### src/hw/rtl/ihex_pkg.sv
package ihex_pkg;

  localparam logic [1:0] KIND_DATA   = 2'd0;
  localparam logic [1:0] KIND_ERROR  = 2'd1;
  localparam logic [1:0] KIND_REPORT = 2'd2;

  localparam logic [2:0] ERR_NONE      = 3'd0;
  localparam logic [2:0] ERR_BAD_MARK  = 3'd1;
  localparam logic [2:0] ERR_EARLY_EOL = 3'd2;
  localparam logic [2:0] ERR_BAD_CHAR  = 3'd3;
  localparam logic [2:0] ERR_EARLY_EOF = 3'd4;
  localparam logic [2:0] ERR_BAD_TYPE  = 3'd5;
  localparam logic [2:0] ERR_CHECKSUM  = 3'd6;
  localparam logic [2:0] ERR_JUNK_EOL  = 3'd7;

  localparam logic [7:0] REC_DATA      = 8'd0;
  localparam logic [7:0] REC_EOF       = 8'd1;
  localparam logic [7:0] REC_EXT_SEG   = 8'd2;
  localparam logic [7:0] REC_START_SEG = 8'd3;
  localparam logic [7:0] REC_EXT_LIN   = 8'd4;
  localparam logic [7:0] REC_START_LIN = 8'd5;

  localparam logic [7:0] CHAR_COLON = 8'h3A;
  localparam logic [7:0] CHAR_LF    = 8'h0A;
  localparam logic [7:0] CHAR_CR    = 8'h0D;

  localparam int unsigned RES_W = 144;

  // Packed from the lowest bit up: address, data_byte, error_code,
  // start_address, first_address, last_address, zero padding.
  typedef struct packed {
    logic [4:0]  pad;
    logic [31:0] last_address;
    logic [31:0] first_address;
    logic [31:0] start_address;
    logic [2:0]  error_code;
    logic [7:0]  data_byte;
    logic [31:0] address;
  } ihex_result_t;

endpackage

### src/hw/rtl/intel_hex_record_parser_top.sv
// An accepted character is first held in the input register; any result that it
// produces is then registered in the result register and offered on the result side.
// Throughput: one character per cycle while the result side keeps tready high.
// Reset (rst_ni low, asynchronous): parser waits for a record mark, linear
// addressing, lowest address all ones, no pending result.
module intel_hex_record_parser_top import ihex_pkg::*; (
  input  logic             clk_i,
  input  logic             rst_ni,
  input  logic             s_axis_tvalid,
  output logic             s_axis_tready,
  input  logic [7:0]       s_axis_tdata,   // char_code
  input  logic             s_axis_tlast,   // end_of_stream
  output logic             m_axis_tvalid,
  input  logic             m_axis_tready,
  output logic [RES_W-1:0] m_axis_tdata,   // address, data_byte, error_code, start_address,
                                           // first_address, last_address, zero pad
  output logic [1:0]       m_axis_tuser    // kind
);

  localparam logic [4:0] PH_MARK    = 5'd0;
  localparam logic [4:0] PH_EOL     = 5'd1;
  localparam logic [4:0] PH_DEAD    = 5'd2;
  localparam logic [4:0] PH_LEN     = 5'd4;
  localparam logic [4:0] PH_OFFH    = 5'd6;
  localparam logic [4:0] PH_OFFL    = 5'd8;
  localparam logic [4:0] PH_TYPE    = 5'd10;
  localparam logic [4:0] PH_PAYLOAD = 5'd12;
  localparam logic [4:0] PH_CSUM    = 5'd14;

  logic        in_vld_q;
  logic [7:0]  in_char_q;
  logic        in_eos_q;

  logic [4:0]  phase_q, phase_d;
  logic [3:0]  nib_q, nib_d;
  logic [7:0]  len_q, len_d;
  logic [15:0] offset_q, offset_d;
  logic [2:0]  rkind_q, rkind_d;
  logic [7:0]  sum_q, sum_d;
  logic [1:0]  fpos_q, fpos_d;
  logic [7:0]  dpos_q, dpos_d;
  logic        linear_q, linear_d;
  logic [31:0] base_q, base_d;
  logic [31:0] entry_q, entry_d;
  logic [31:0] lowest_q, lowest_d;
  logic [31:0] highest_q, highest_d;
  logic [2:0]  fault_q, fault_d;

  logic         out_vld_q;
  logic [1:0]   out_kind_q;
  ihex_result_t out_res_q;

  logic         go;
  logic         res_vld;
  logic [1:0]   res_kind;
  ihex_result_t res;

  logic        is_eol;
  logic        is_hex;
  logic [3:0]  hex_val;
  logic [7:0]  byte_val;
  logic [7:0]  sum_new;
  logic [7:0]  dpos_inc;
  logic [31:0] addr;
  logic [2:0]  rep_code;

  assign go            = in_vld_q && (!out_vld_q || m_axis_tready);
  assign s_axis_tready = !in_vld_q || go;
  assign m_axis_tvalid = out_vld_q;
  assign m_axis_tuser  = out_kind_q;
  assign m_axis_tdata  = out_res_q;

  always_comb begin
    is_eol  = (in_char_q == CHAR_CR) || (in_char_q == CHAR_LF);
    is_hex  = 1'b0;
    hex_val = in_char_q[3:0];
    if (in_char_q inside {[8'h30:8'h39]}) begin
      is_hex = 1'b1;
    end else if (in_char_q inside {[8'h41:8'h46], [8'h61:8'h66]}) begin
      is_hex  = 1'b1;
      hex_val = in_char_q[3:0] + 4'd9;
    end
    byte_val = {nib_q, hex_val};
    sum_new  = sum_q + byte_val;
    dpos_inc = dpos_q + 8'd1;
    if (linear_q) begin
      addr = base_q + {16'd0, offset_q} + {24'd0, dpos_q};
    end else begin
      addr = {16'd0, offset_q + {8'd0, dpos_q}} + base_q;
    end
    if (phase_q == PH_DEAD) begin
      rep_code = fault_q;
    end else if (phase_q == PH_MARK || phase_q == PH_EOL) begin
      rep_code = ERR_NONE;
    end else begin
      rep_code = ERR_EARLY_EOF;
    end
  end

  always_comb begin
    phase_d   = phase_q;
    nib_d     = nib_q;
    len_d     = len_q;
    offset_d  = offset_q;
    rkind_d   = rkind_q;
    sum_d     = sum_q;
    fpos_d    = fpos_q;
    dpos_d    = dpos_q;
    linear_d  = linear_q;
    base_d    = base_q;
    entry_d   = entry_q;
    lowest_d  = lowest_q;
    highest_d = highest_q;
    fault_d   = fault_q;
    res_vld   = 1'b0;
    res_kind  = KIND_DATA;
    res       = '0;

    if (go) begin
      if (in_eos_q) begin
        res_vld        = 1'b1;
        res_kind       = KIND_REPORT;
        res.error_code = rep_code;
        if (rep_code == ERR_NONE) begin
          res.start_address = entry_q;
          res.first_address = lowest_q;
          res.last_address  = highest_q;
        end
        phase_d   = PH_MARK;
        nib_d     = '0;
        len_d     = '0;
        offset_d  = '0;
        rkind_d   = '0;
        sum_d     = '0;
        fpos_d    = '0;
        dpos_d    = '0;
        linear_d  = 1'b1;
        base_d    = '0;
        entry_d   = '0;
        lowest_d  = '1;
        highest_d = '0;
        fault_d   = ERR_NONE;
      end else if (phase_q == PH_DEAD) begin
        phase_d = PH_DEAD;
      end else if (phase_q == PH_MARK) begin
        if (in_char_q == CHAR_COLON) begin
          len_d    = '0;
          offset_d = '0;
          sum_d    = '0;
          phase_d  = PH_LEN;
        end else if (!is_eol) begin
          fault_d = ERR_BAD_MARK;
        end
      end else if (phase_q == PH_EOL) begin
        if (is_eol) begin
          phase_d = PH_MARK;
        end else begin
          fault_d = ERR_JUNK_EOL;
        end
      end else if (is_eol) begin
        fault_d = ERR_EARLY_EOL;
      end else if (!is_hex) begin
        fault_d = ERR_BAD_CHAR;
      end else if (!phase_q[0]) begin
        nib_d   = hex_val;
        phase_d = phase_q + 5'd1;
      end else begin
        phase_d = phase_q - 5'd1;
        sum_d   = sum_new;
        case (phase_q - 5'd1)
          PH_LEN: begin
            len_d   = byte_val;
            phase_d = PH_OFFH;
          end
          PH_OFFH: begin
            offset_d = {byte_val, 8'd0};
            phase_d  = PH_OFFL;
          end
          PH_OFFL: begin
            offset_d = {offset_q[15:8], byte_val};
            phase_d  = PH_TYPE;
          end
          PH_TYPE: begin
            if (byte_val > REC_START_LIN) begin
              fault_d = ERR_BAD_TYPE;
            end else begin
              rkind_d = byte_val[2:0];
              fpos_d  = '0;
              dpos_d  = '0;
              if (byte_val == REC_EOF || (byte_val == REC_DATA && len_q == 8'd0)) begin
                phase_d = PH_CSUM;
              end else begin
                phase_d = PH_PAYLOAD;
              end
            end
          end
          PH_PAYLOAD: begin
            fpos_d = fpos_q + 2'd1;
            case (rkind_q)
              REC_DATA[2:0]: begin
                if (addr < lowest_q) lowest_d = addr;
                if (addr > highest_q) highest_d = addr;
                dpos_d = dpos_inc;
                fpos_d = fpos_q;
                if (dpos_inc == len_q) phase_d = PH_CSUM;
                res_vld       = 1'b1;
                res_kind      = KIND_DATA;
                res.address   = addr;
                res.data_byte = byte_val;
              end
              REC_EXT_SEG[2:0]: begin
                if (fpos_q == 2'd0) begin
                  base_d = {12'd0, byte_val, 12'd0};
                end else begin
                  base_d   = base_q | {20'd0, byte_val, 4'd0};
                  linear_d = 1'b0;
                  phase_d  = PH_CSUM;
                end
              end
              REC_EXT_LIN[2:0]: begin
                if (fpos_q == 2'd0) begin
                  base_d = {byte_val, 24'd0};
                end else begin
                  base_d   = {base_q[31:24] | 8'd0, byte_val | base_q[23:16], 16'd0};
                  linear_d = 1'b1;
                  phase_d  = PH_CSUM;
                end
              end
              default: begin
                if (fpos_q == 2'd0) begin
                  entry_d = {24'd0, byte_val};
                end else begin
                  entry_d = {entry_q[23:0], byte_val};
                end
                if (fpos_q == 2'd3) phase_d = PH_CSUM;
              end
            endcase
          end
          default: begin
            if (sum_new != 8'd0) begin
              fault_d = ERR_CHECKSUM;
            end else begin
              phase_d = PH_EOL;
            end
          end
        endcase
      end

      if (!in_eos_q && fault_d != fault_q) begin
        phase_d        = PH_DEAD;
        res_vld        = 1'b1;
        res_kind       = KIND_ERROR;
        res            = '0;
        res.error_code = fault_d;
      end
    end
  end

  always_ff @(posedge clk_i or negedge rst_ni) begin
    if (!rst_ni) begin
      in_vld_q <= 1'b0;
    end else if (s_axis_tready) begin
      in_vld_q <= s_axis_tvalid;
    end
  end

  always_ff @(posedge clk_i) begin
    if (s_axis_tvalid && s_axis_tready) begin
      in_char_q <= s_axis_tdata;
      in_eos_q  <= s_axis_tlast;
    end
  end

  always_ff @(posedge clk_i or negedge rst_ni) begin
    if (!rst_ni) begin
      phase_q   <= PH_MARK;
      nib_q     <= '0;
      len_q     <= '0;
      offset_q  <= '0;
      rkind_q   <= '0;
      sum_q     <= '0;
      fpos_q    <= '0;
      dpos_q    <= '0;
      linear_q  <= 1'b1;
      base_q    <= '0;
      entry_q   <= '0;
      lowest_q  <= '1;
      highest_q <= '0;
      fault_q   <= ERR_NONE;
    end else begin
      phase_q   <= phase_d;
      nib_q     <= nib_d;
      len_q     <= len_d;
      offset_q  <= offset_d;
      rkind_q   <= rkind_d;
      sum_q     <= sum_d;
      fpos_q    <= fpos_d;
      dpos_q    <= dpos_d;
      linear_q  <= linear_d;
      base_q    <= base_d;
      entry_q   <= entry_d;
      lowest_q  <= lowest_d;
      highest_q <= highest_d;
      fault_q   <= fault_d;
    end
  end

  always_ff @(posedge clk_i or negedge rst_ni) begin
    if (!rst_ni) begin
      out_vld_q <= 1'b0;
    end else if (go && res_vld) begin
      out_vld_q <= 1'b1;
    end else if (m_axis_tready) begin
      out_vld_q <= 1'b0;
    end
  end

  always_ff @(posedge clk_i) begin
    if (go && res_vld) begin
      out_kind_q <= res_kind;
      out_res_q  <= res;
    end
  end

endmodule

### config.mk
export PLATFORM = sky130hd
export DESIGN_NAME = intel_hex_record_parser_top
export DESIGN_NICKNAME = d
export VERILOG_FILES = /design/src/hw/rtl/ihex_pkg.sv /design/src/hw/rtl/intel_hex_record_parser_top.sv
export SDC_FILE = /design/constraint.sdc
export NUM_CORES = 1
export LEC_CHECK = 0
export ABC_AREA = 1
export ABC_CLOCK_PERIOD_IN_PS = 7140
export BUFFER_PORTS_ARGS = -buffer_cell sky130_fd_sc_hd__buf_2
export CAP_MARGIN = 15
export CELL_PAD_IN_SITES_DETAIL_PLACEMENT = 0
export CELL_PAD_IN_SITES_GLOBAL_PLACEMENT = 1
export CORE_MARGIN = 5
export CORE_UTILIZATION = 42
export CTS_BUF_LIST = sky130_fd_sc_hd__clkbuf_4 sky130_fd_sc_hd__clkbuf_8 sky130_fd_sc_hd__clkbuf_16
export DETAILED_ROUTE_END_ITERATION = 16
export PLACE_DENSITY_LB_ADDON = 0.1
export SLEW_MARGIN = 40
export SYNTH_ARGS = -nofsm -noshare
export SYNTH_HDL_FRONTEND = slang
export SYNTH_SLANG_ARGS = --single-unit
### constraint.sdc
create_clock -name clk_i -period 7.14 [get_ports clk_i]
set_input_delay 0.357 -clock clk_i [delete_from_list [all_inputs] [get_ports clk_i]]
set_output_delay 0.357 -clock clk_i [all_outputs]
set_load 0.05 [all_outputs]
After elaboration in Yosys (flattened, before gate mapping) --
Index checks and enable logic that the tools add are counted.
Word-level totals: register bits after elaboration 343, bits of input ports 13, output and inout port bits 148
Operators by class: add/subtract/negate cells 10, order comparisons 9, eq/ne operators 36, muxes and demuxes 178, bitwise logic cells 9, reductions and logical operators 61
Operators by type and width (count):
- 32-bit 2-to-1 mux | 41
- 40-bit 2-to-1 mux | 9
- 8-bit 2-to-1 mux | 25
- 16-bit 2-to-1 mux | 8
- 3-bit 2-to-1 mux | 25
- 5-bit 2-to-1 mux | 15
- 32-bit case mux with 2 select lines | 1
- 10-bit AND reduction | 5
- 43-bit 2-to-1 mux | 1
- 4-bit 2-to-1 mux | 9
- 9-bit AND reduction | 4
- 16-bit by 32-bit adder with 32-bit output | 1
- 32-bit by 16-bit adder with 32-bit output | 1
- 32-bit by 8-bit adder with 32-bit output | 1
- 32-bit greater-than comparator | 1
- 32-bit less-than comparator | 1
- 32-bit by 12-bit OR with 32-bit output | 1
- 16-bit case mux with 2 select lines | 1
- 1-bit 2-to-1 mux | 26
- 5-bit case mux with 5 select lines | 1
- 2-bit 2-to-1 mux | 11
- 3-bit != test, second input constant | 7
- 2-bit nonzero test | 9
- 3-bit nonzero test | 6
- 55 further kinds | 93

Logic depth before layout (Yosys ltp) --
word-level depth 23, mapped depth 38, gate-level depth less buffers 38

Worst setup path after synthesis --
OpenSTA, ideal clock, no wires.
path type flip-flop to flip-flop, start point register in_char_q[0], end point register out_res_q (netlist bit m_axis_tdata[0]) (enable), library setup time 494 ps, arrival 6174 ps, path slack 472 ps, stages on the path, launching flop included 32, buffers on the path 0, cell sequence edfxtp_1 > inv_1 > ha_1 > nand3_1 > nand3_1 > xor2_1 > ha_1 > inv_1 > fa_1 > inv_1 > nand3_1 > nand2_1 > nand2_1 > nand2_1 > nand3_1 > nor2_1 > nand3_1 > nand2_2 > nand2_1 > nand2_1 > nand2_1 > nand2_1 > nand2_1 > nand2_1 > nand3_1 > nand2_1 > inv_2 > nand3_4 > nand2_1 > nand2_1 > nand2_1 > inv_1
On the way: cells in the longest elaborated chain, start to end 22
RTL lines:
- start: declaration | line intel_hex_record_parser_top.sv:31 | logic [7:0] in_char_q;
- start signal: assignment | line intel_hex_record_parser_top.sv:269 | in_char_q <= s_axis_tdata;
- 8-bit by 7-bit greater-or-equal comparator with 1-bit output or 8-bit by 7-bit <= comparator with 1-bit output (tied branches) | line intel_hex_record_parser_top.sv:79 | end else if (in_char_q inside {[8'h41:8'h46], [8'h61:8'h66]}) begin
- 1-bit logical AND | line intel_hex_record_parser_top.sv:79
- 2-bit nonzero test | line intel_hex_record_parser_top.sv:79
- 4-bit 2-to-1 mux | line intel_hex_record_parser_top.sv:79
- 4-bit 2-to-1 mux * | line intel_hex_record_parser_top.sv:77 | if (in_char_q inside {[8'h30:8'h39]}) begin
- via hex_val[0] | line intel_hex_record_parser_top.sv:60 | logic [3:0] hex_val;
- 8-bit adder | line intel_hex_record_parser_top.sv:84 | sum_new = sum_q + byte_val;
- 8-bit nonzero test | line intel_hex_record_parser_top.sv:240 | if (sum_new != 8'd0) begin
- [... 7 more ...]
- 3-bit 2-to-1 mux * | line intel_hex_record_parser_top.sv:143 | end else if (phase_q == PH_DEAD) begin
- 3-bit 2-to-1 mux * | line intel_hex_record_parser_top.sv:120 | if (in_eos_q) begin
- 3-bit 2-to-1 mux * | line intel_hex_record_parser_top.sv:119 | if (go) begin
- 3-bit != test * | line intel_hex_record_parser_top.sv:249 | if (!in_eos_q && fault_d != fault_q) begin
- 1-bit logical AND * | line intel_hex_record_parser_top.sv:249
- 1-bit 2-to-1 mux * | line intel_hex_record_parser_top.sv:249
- 1-bit 2-to-1 mux * | line intel_hex_record_parser_top.sv:119
- 1-bit logical AND * | line intel_hex_record_parser_top.sv:319 | if (go && res_vld) begin
- end signal: assignment | line intel_hex_record_parser_top.sv:321 | out_res_q <= res;
- end: declaration | line intel_hex_record_parser_top.sv:51 | ihex_result_t out_res_q;
Mark *: on every way through the listed nets, which the timed path passes. The rest lies on a longest branch. The select of a mux whose other input is x is not followed. A chain may end at the register's enable or synchronous reset.

Final worst setup path --
start point register dpos_q[2], end point register highest_q[6]
RTL lines:
- start: declaration | line intel_hex_record_parser_top.sv:41 | logic [7:0] dpos_q, dpos_d;
- start signal: assignment | line intel_hex_record_parser_top.sv:298 | dpos_q <= dpos_d;
- 16-bit by 8-bit adder with 16-bit output | line intel_hex_record_parser_top.sv:89 | addr = {16'd0, offset_q + {8'd0, dpos_q}} + base_q;
- 16-bit by 32-bit adder with 32-bit output | line intel_hex_record_parser_top.sv:89
- 32-bit 2-to-1 mux * | line intel_hex_record_parser_top.sv:86 | if (linear_q) begin
- via addr[30] | line intel_hex_record_parser_top.sv:64 | logic [31:0] addr;
- 32-bit greater-than comparator * | line intel_hex_record_parser_top.sv:202 | if (addr > highest_q) highest_d = addr;
- 2-bit nonzero test (no line) *
- 10-bit AND reduction (no line) *
- end signal: assignment | line intel_hex_record_parser_top.sv:303 | highest_q <= highest_d;
- end: declaration | line intel_hex_record_parser_top.sv:46 | logic [31:0] highest_q, highest_d;
Marks and branches as above.

==> impl_results.html <==
<table>
<tr><th>Metric</th><th>Value</th></tr>
<tr><th colspan="2">Detailed routing</th></tr>
<tr><td>Detailed-route DRC error count</td><td>0</td></tr>
<tr><td>Average wire per standard cell</td><td>17.91 um</td></tr>
<tr><td>Overall via count from detail_route</td><td>15040</td></tr>
<tr><td>Count of antenna-violating nets left after detailed routing</td><td>0</td></tr>
<tr><td>Number of DRC markers after the initial detailed-route iteration</td><td>979</td></tr>
<tr><td>Sum of routed wire length over all layers</td><td>52.89 mm</td></tr>
<tr><td>Number of iterations in the first detailed-routing pass</td><td>5</td></tr>
<tr><td>Via/cell ratio</td><td>5.092</td></tr>
<tr><th colspan="2">Cells and area</th></tr>
<tr><td>Diodes inserted</td><td>0</td></tr>
<tr><td>Non-filler cells in the finished layout</td><td>2953</td></tr>
<tr><td>Fraction of layout instances using a drive strength above 1</td><td>15.63%</td></tr>
<tr><td>Layout Utilization</td><td>49.27%</td></tr>
<tr><td>Final nets</td><td>2480</td></tr>
<tr><td>Area growth syn-to-layout</td><td>15.48%</td></tr>
<tr><td>Fill cells</td><td>4346</td></tr>
<tr><th colspan="2">Synthesis</th></tr>
<tr><td>Cell with the most instances after synthesis</td><td>sky130_fd_sc_hd__inv_1</td></tr>
<tr><td>Avg Inst Size Synth</td><td>8.797 sq um</td></tr>
<tr><td>Count of mapped cells out of synthesis</td><td>2154</td></tr>
<tr><td>Share of synthesized area occupied by flip-flops and latches</td><td>48.29%</td></tr>
<tr><td>Share of flip-flops with an asynchronous set or reset</td><td>55.09%</td></tr>
<tr><td>Top cells by area in the synthesized netlist</td><td>sky130_fd_sc_hd__edfxtp_1 24%, sky130_fd_sc_hd__dfrtp_1 20%, sky130_fd_sc_hd__ha_1 8.5%</td></tr>
<tr><td>Top post-synthesis cells by count</td><td>345 x sky130_fd_sc_hd__inv_1, 337 x sky130_fd_sc_hd__nand2_1, 245 x sky130_fd_sc_hd__nor2_1</td></tr>
<tr><td>Number of synthesized flops with an enable pin</td><td>150</td></tr>
<tr><td>Post-synthesis instance area</td><td>18950 sq um</td></tr>
<tr><td>Synth Register Bits</td><td>334</td></tr>
<tr><td>Most instantiated flip-flop cell in the synthesis netlist</td><td>sky130_fd_sc_hd__dfrtp_1</td></tr>
<tr><td>Yosys top cell area share</td><td>23.77%</td></tr>
<tr><td>Synth warnings</td><td>0</td></tr>
<tr><td>Library cells used by synthesis</td><td>60</td></tr>
<tr><td>Cell type with the largest total area after synthesis</td><td>sky130_fd_sc_hd__edfxtp_1</td></tr>
<tr><th colspan="2">Timing</th></tr>
<tr><td>Final number of setup-violating endpoints</td><td>0</td></tr>
<tr><td>Max-slew headroom</td><td>50.78%</td></tr>
<tr><td>Final critical-path share of the clock period</td><td>90.16%</td></tr>
<tr><td>Time the final worst path needs with I/O delays and setup</td><td>6.437 ns</td></tr>
<tr><td>Number of max-slew violations in the final report</td><td>0</td></tr>
<tr><td>Total Neg Setup Slack</td><td>0 ns</td></tr>
<tr><td>Worst clock skew</td><td>0.01760 ns</td></tr>
<tr><td>Hold Violations, Final</td><td>0</td></tr>
<tr><td>Maximum operating frequency</td><td>155.3 MHz</td></tr>
<tr><td>Slew at the pin with the worst max-slew slack</td><td>0.7372 ns</td></tr>
<tr><th colspan="2">Placed design</th></tr>
<tr><td>Post-DP HPWL</td><td>40.03 mm</td></tr>
<tr><td>DP Cell Count</td><td>2872</td></tr>
<tr><td>Final weighted congestion of routability-driven global placement</td><td>0.8975</td></tr>
<tr><td>Buffers on Ports</td><td>155</td></tr>
<tr><th colspan="2">Clock tree</th></tr>
<tr><td>Clock latency of the later-clocked register in the worst-skew pair</td><td>0.56 ns</td></tr>
<tr><td>Post-CTS clock slew at the launch and capture registers of the worst setup and hold paths</td><td>0.06 ns</td></tr>
<tr><td>CTS H-tree depth</td><td>2</td></tr>
<tr><td>CTS root buf</td><td>sky130_fd_sc_hd__clkbuf_16</td></tr>
<tr><td>TritonCTS clock tree</td><td>done</td></tr>
<tr><td>Max Root-Sink Buffers</td><td>3</td></tr>
<tr><td>Buffers inserted by post-CTS timing repair</td><td>0</td></tr>
<tr><td>Inserted Clock Buffers</td><td>38</td></tr>
<tr><td>Sink Count</td><td>334</td></tr>
<tr><th colspan="2">Pwr</th></tr>
<tr><td>Standby leakage power</td><td>10.37 nW</td></tr>
<tr><td>Switching power share of the total</td><td>47.49%</td></tr>
<tr><td>Power Density</td><td>481.6 nW/um^2</td></tr>
<tr><td>Internal power component</td><td>5.534 mW</td></tr>
<tr><td>Max IR drop VDD</td><td>233.5 uV</td></tr>
<tr><td>Combinational fraction of design power</td><td>50.8%</td></tr>
<tr><td>Tot Pwr</td><td>10.54 mW</td></tr>
<tr><td>Clock share of power</td><td>19.0%</td></tr>
<tr><td>Sequential fraction of design power</td><td>30.2%</td></tr>
<tr><td>Sw Pwr</td><td>5.005 mW</td></tr>
<tr><th colspan="2">Die</th></tr>
<tr><td>Die height</td><td>222.4 um</td></tr>
<tr><td>Top Ports</td><td>161</td></tr>
<tr><td>Standard-cell row count</td><td>77</td></tr>
<tr><td>Floorplan die area</td><td>49470 sq um</td></tr>
<tr><td>Width of the die</td><td>222.4 um</td></tr>
<tr><td>Initial cell density of the core</td><td>42.67%</td></tr>
<tr><td>Core Footprint</td><td>44410 sq um</td></tr>
<tr><th colspan="2">Worst setup path</th></tr>
<tr><td>Endpoint type of the worst setup path</td><td>flip-flop</td></tr>
<tr><td>R2r endpoint</td><td>highest_q[6]</td></tr>
<tr><td>Maximum single-stage delay on the critical path</td><td>0.43 ns</td></tr>
<tr><td>Slowest stage cell on the critical path</td><td>sky130_fd_sc_hd__dfrtp_1</td></tr>
<tr><td>Crit-path max FO</td><td>23</td></tr>
<tr><td>Critical R2R Launch</td><td>dpos_q[2]</td></tr>
<tr><td>Kind of launch point of the worst setup path</td><td>flip-flop</td></tr>
<tr><td>Number of cells traversed by the worst register-to-register path</td><td>38</td></tr>
<tr><td>Type of the worst setup path</td><td>reg -&gt; reg</td></tr>
<tr><td>Worst reg-to-reg setup slack</td><td>0.70 ns</td></tr>
<tr><td>Data arrival time of the critical path</td><td>6.89 ns</td></tr>
<tr><td>Worst path most repeated cell</td><td>sky130_fd_sc_hd__nand2_1</td></tr>
<tr><td>Required @ worst endpoint</td><td>7.60 ns</td></tr>
<tr><th colspan="2">Flow run</th></tr>
<tr><td>Number of max-cap violations</td><td>0</td></tr>
<tr><th colspan="2">Global route</th></tr>
<tr><td>Total GRT Usage</td><td>21.26%</td></tr>
<tr><td>First-pass GRT wire length</td><td>85.04 mm</td></tr>
<tr><td>Number of global-route vias before repair</td><td>15460</td></tr>
<tr><td>Initial antenna violation count</td><td>0</td></tr>
<tr><td>Maximum number of pins on one net before global-route repair</td><td>85</td></tr>
<tr><td>Overflow after GRT</td><td>0</td></tr>
<tr><th colspan="2">Hold path</th></tr>
<tr><td>WHS Endpoint</td><td>m_axis_tvalid</td></tr>
<tr><td>Depth of the worst hold-timing path</td><td>4</td></tr>
<tr><td>Worst hold start</td><td>m_axis_tready</td></tr>
<tr><td>Worst min-delay path category</td><td>in -&gt; reg</td></tr>
<tr><th colspan="2">Outcome</th></tr>
<tr><td>Result of the run</td><td>completed</td></tr>
</table>
==> cell usage in the layout, fill, tap and decap left out, drive strengths merged, types with 3 or more instances in the layout <==
cell type / instances
clkbuf: 54
xnor2: 10
dlygate4sd3: 11
nand3: 114
dfrtp: 151
o211ai: 4
o31ai: 3
edfxtp: 150
nor3: 29
nor4: 13
xor2: 40
fa: 7
dfstp: 33
a21oi: 130
o21a: 7
o311ai: 3
nand2: 348
conb: 6
bufinv: 3
ha: 129
nand4: 29
buf: 177
a22oi: 30
nor2: 260
clkinv: 9
or2: 10
o21ai: 146
inv: 361
a31oi: 10
o221ai: 3
clkinvlp: 3
o21bai: 4
o22ai: 58
a211oi: 5
==> worst max-delay path: cells and delay by family (launching register included) <==
kind,cells,cell delay [ns]
flip-flops,1,0.43
adder cells (fa/ha/maj),3,1.06
XOR/XNOR,1,0.16
AO/OA/AOI/OAI,12,2.20
buffers and inverters,4,0.54
AND/OR/NAND/NOR,18,1.93
==> layout make-up <==
type,count,area (sq um),area share [%]
inverters,359,1355,6.192
well taps,592,740.7,3.385
clock inverters,17,188.9,0.8633
repair buffers,189,1109,5.066
clock buffers,53,1095,5.003
multi-input cells,1409,8244,37.67
flip-flops and latches,334,9151,41.82
==> sequential cells by signal, summed over array words and instances, names as in the netlist, 2 cells and up <==
register and cells:
highest_q 32, rkind_q 3, m_axis_tdata 139, in_char_q 8, lowest_q 32, sum_q 8, fault_q 3, base_q 28
offset_q 16, len_q 8, dpos_q 8, nib_q 4, phase_q 5, entry_q 32, fpos_q 2, m_axis_tuser 2
==> repair_timing <==
item | CTS | global route
resized for setup | 0 | 15
hold endpoints to repair | 92 | 0
setup endpoints to repair | 0 | 64
hold buffers | 11 | 0
==> cell families (layout without fill, tap and decap cells) <==
group | after synthesis | count (layout) | synth area share (%)
AOI/OAI and AO/OA | 410 | 410 | 12.94
xor gates and xnor gates | 50 | 50 | 2.311
adders and majority gates | 136 | 136 | 9.257
buffers and inverters | 416 | 618 | 8.603
DFF | 334 | 334 | 48.29
other | 1 | 6 | 0.01979
and+or+nand+nor | 807 | 807 | 18.59
==> how the worst max path moves through the flow <==
stage | slack [ns] | start | end
6_report | 0.70 | dpos_q[2] | highest_q[6]
5_1_grt | -0.005 | dpos_q[2] | lowest_q[0]
4_1_cts | 0.33 | dpos_q[2] | lowest_q[0]
3_5_place_dp | 0.38 | dpos_q[2] | lowest_q[0]
3_3_place_gp | 0.58 | dpos_q[0] | highest_q[16]
2_1_floorplan | 0.47 | in_char_q[0] | m_axis_tdata[0]
==> through the flow <==
step           area (sq um)  hold slack [ns]  worst slack (ns)
6_report              21880          0.07937            0.7028
5_1_grt               21880           0.1006         -0.004668
4_1_cts               21830          0.04461            0.3332
3_5_place_dp          20440           0.4659            0.3837
3_3_place_gp          20430           0.4661            0.5790
2_1_floorplan         18970          0.06141            0.4715
==> power groups by stage <==
stage                     sequential (mW)  clock (mW)  combinational, mW
after floorplan                      3.82           0               3.21
after global placement               3.20           0               5.28
after detailed placement             3.22           0               5.33
after CTS                            3.19        2.05               5.37
after global routing                 3.25        2.12               6.03
final                                3.18        2.00               5.36
==> layer usage <==
metal  vias up  global-route usage, %  share of wire, %
li1       7525                      -                 -
met3        83                  3.075               3.8
met2       290                  35.40                47
met5         -                      0                 0
met4         0                  6.304               2.9
met1      7140                  29.08                46
Note: power is estimated with default switching activity, not from simulation.
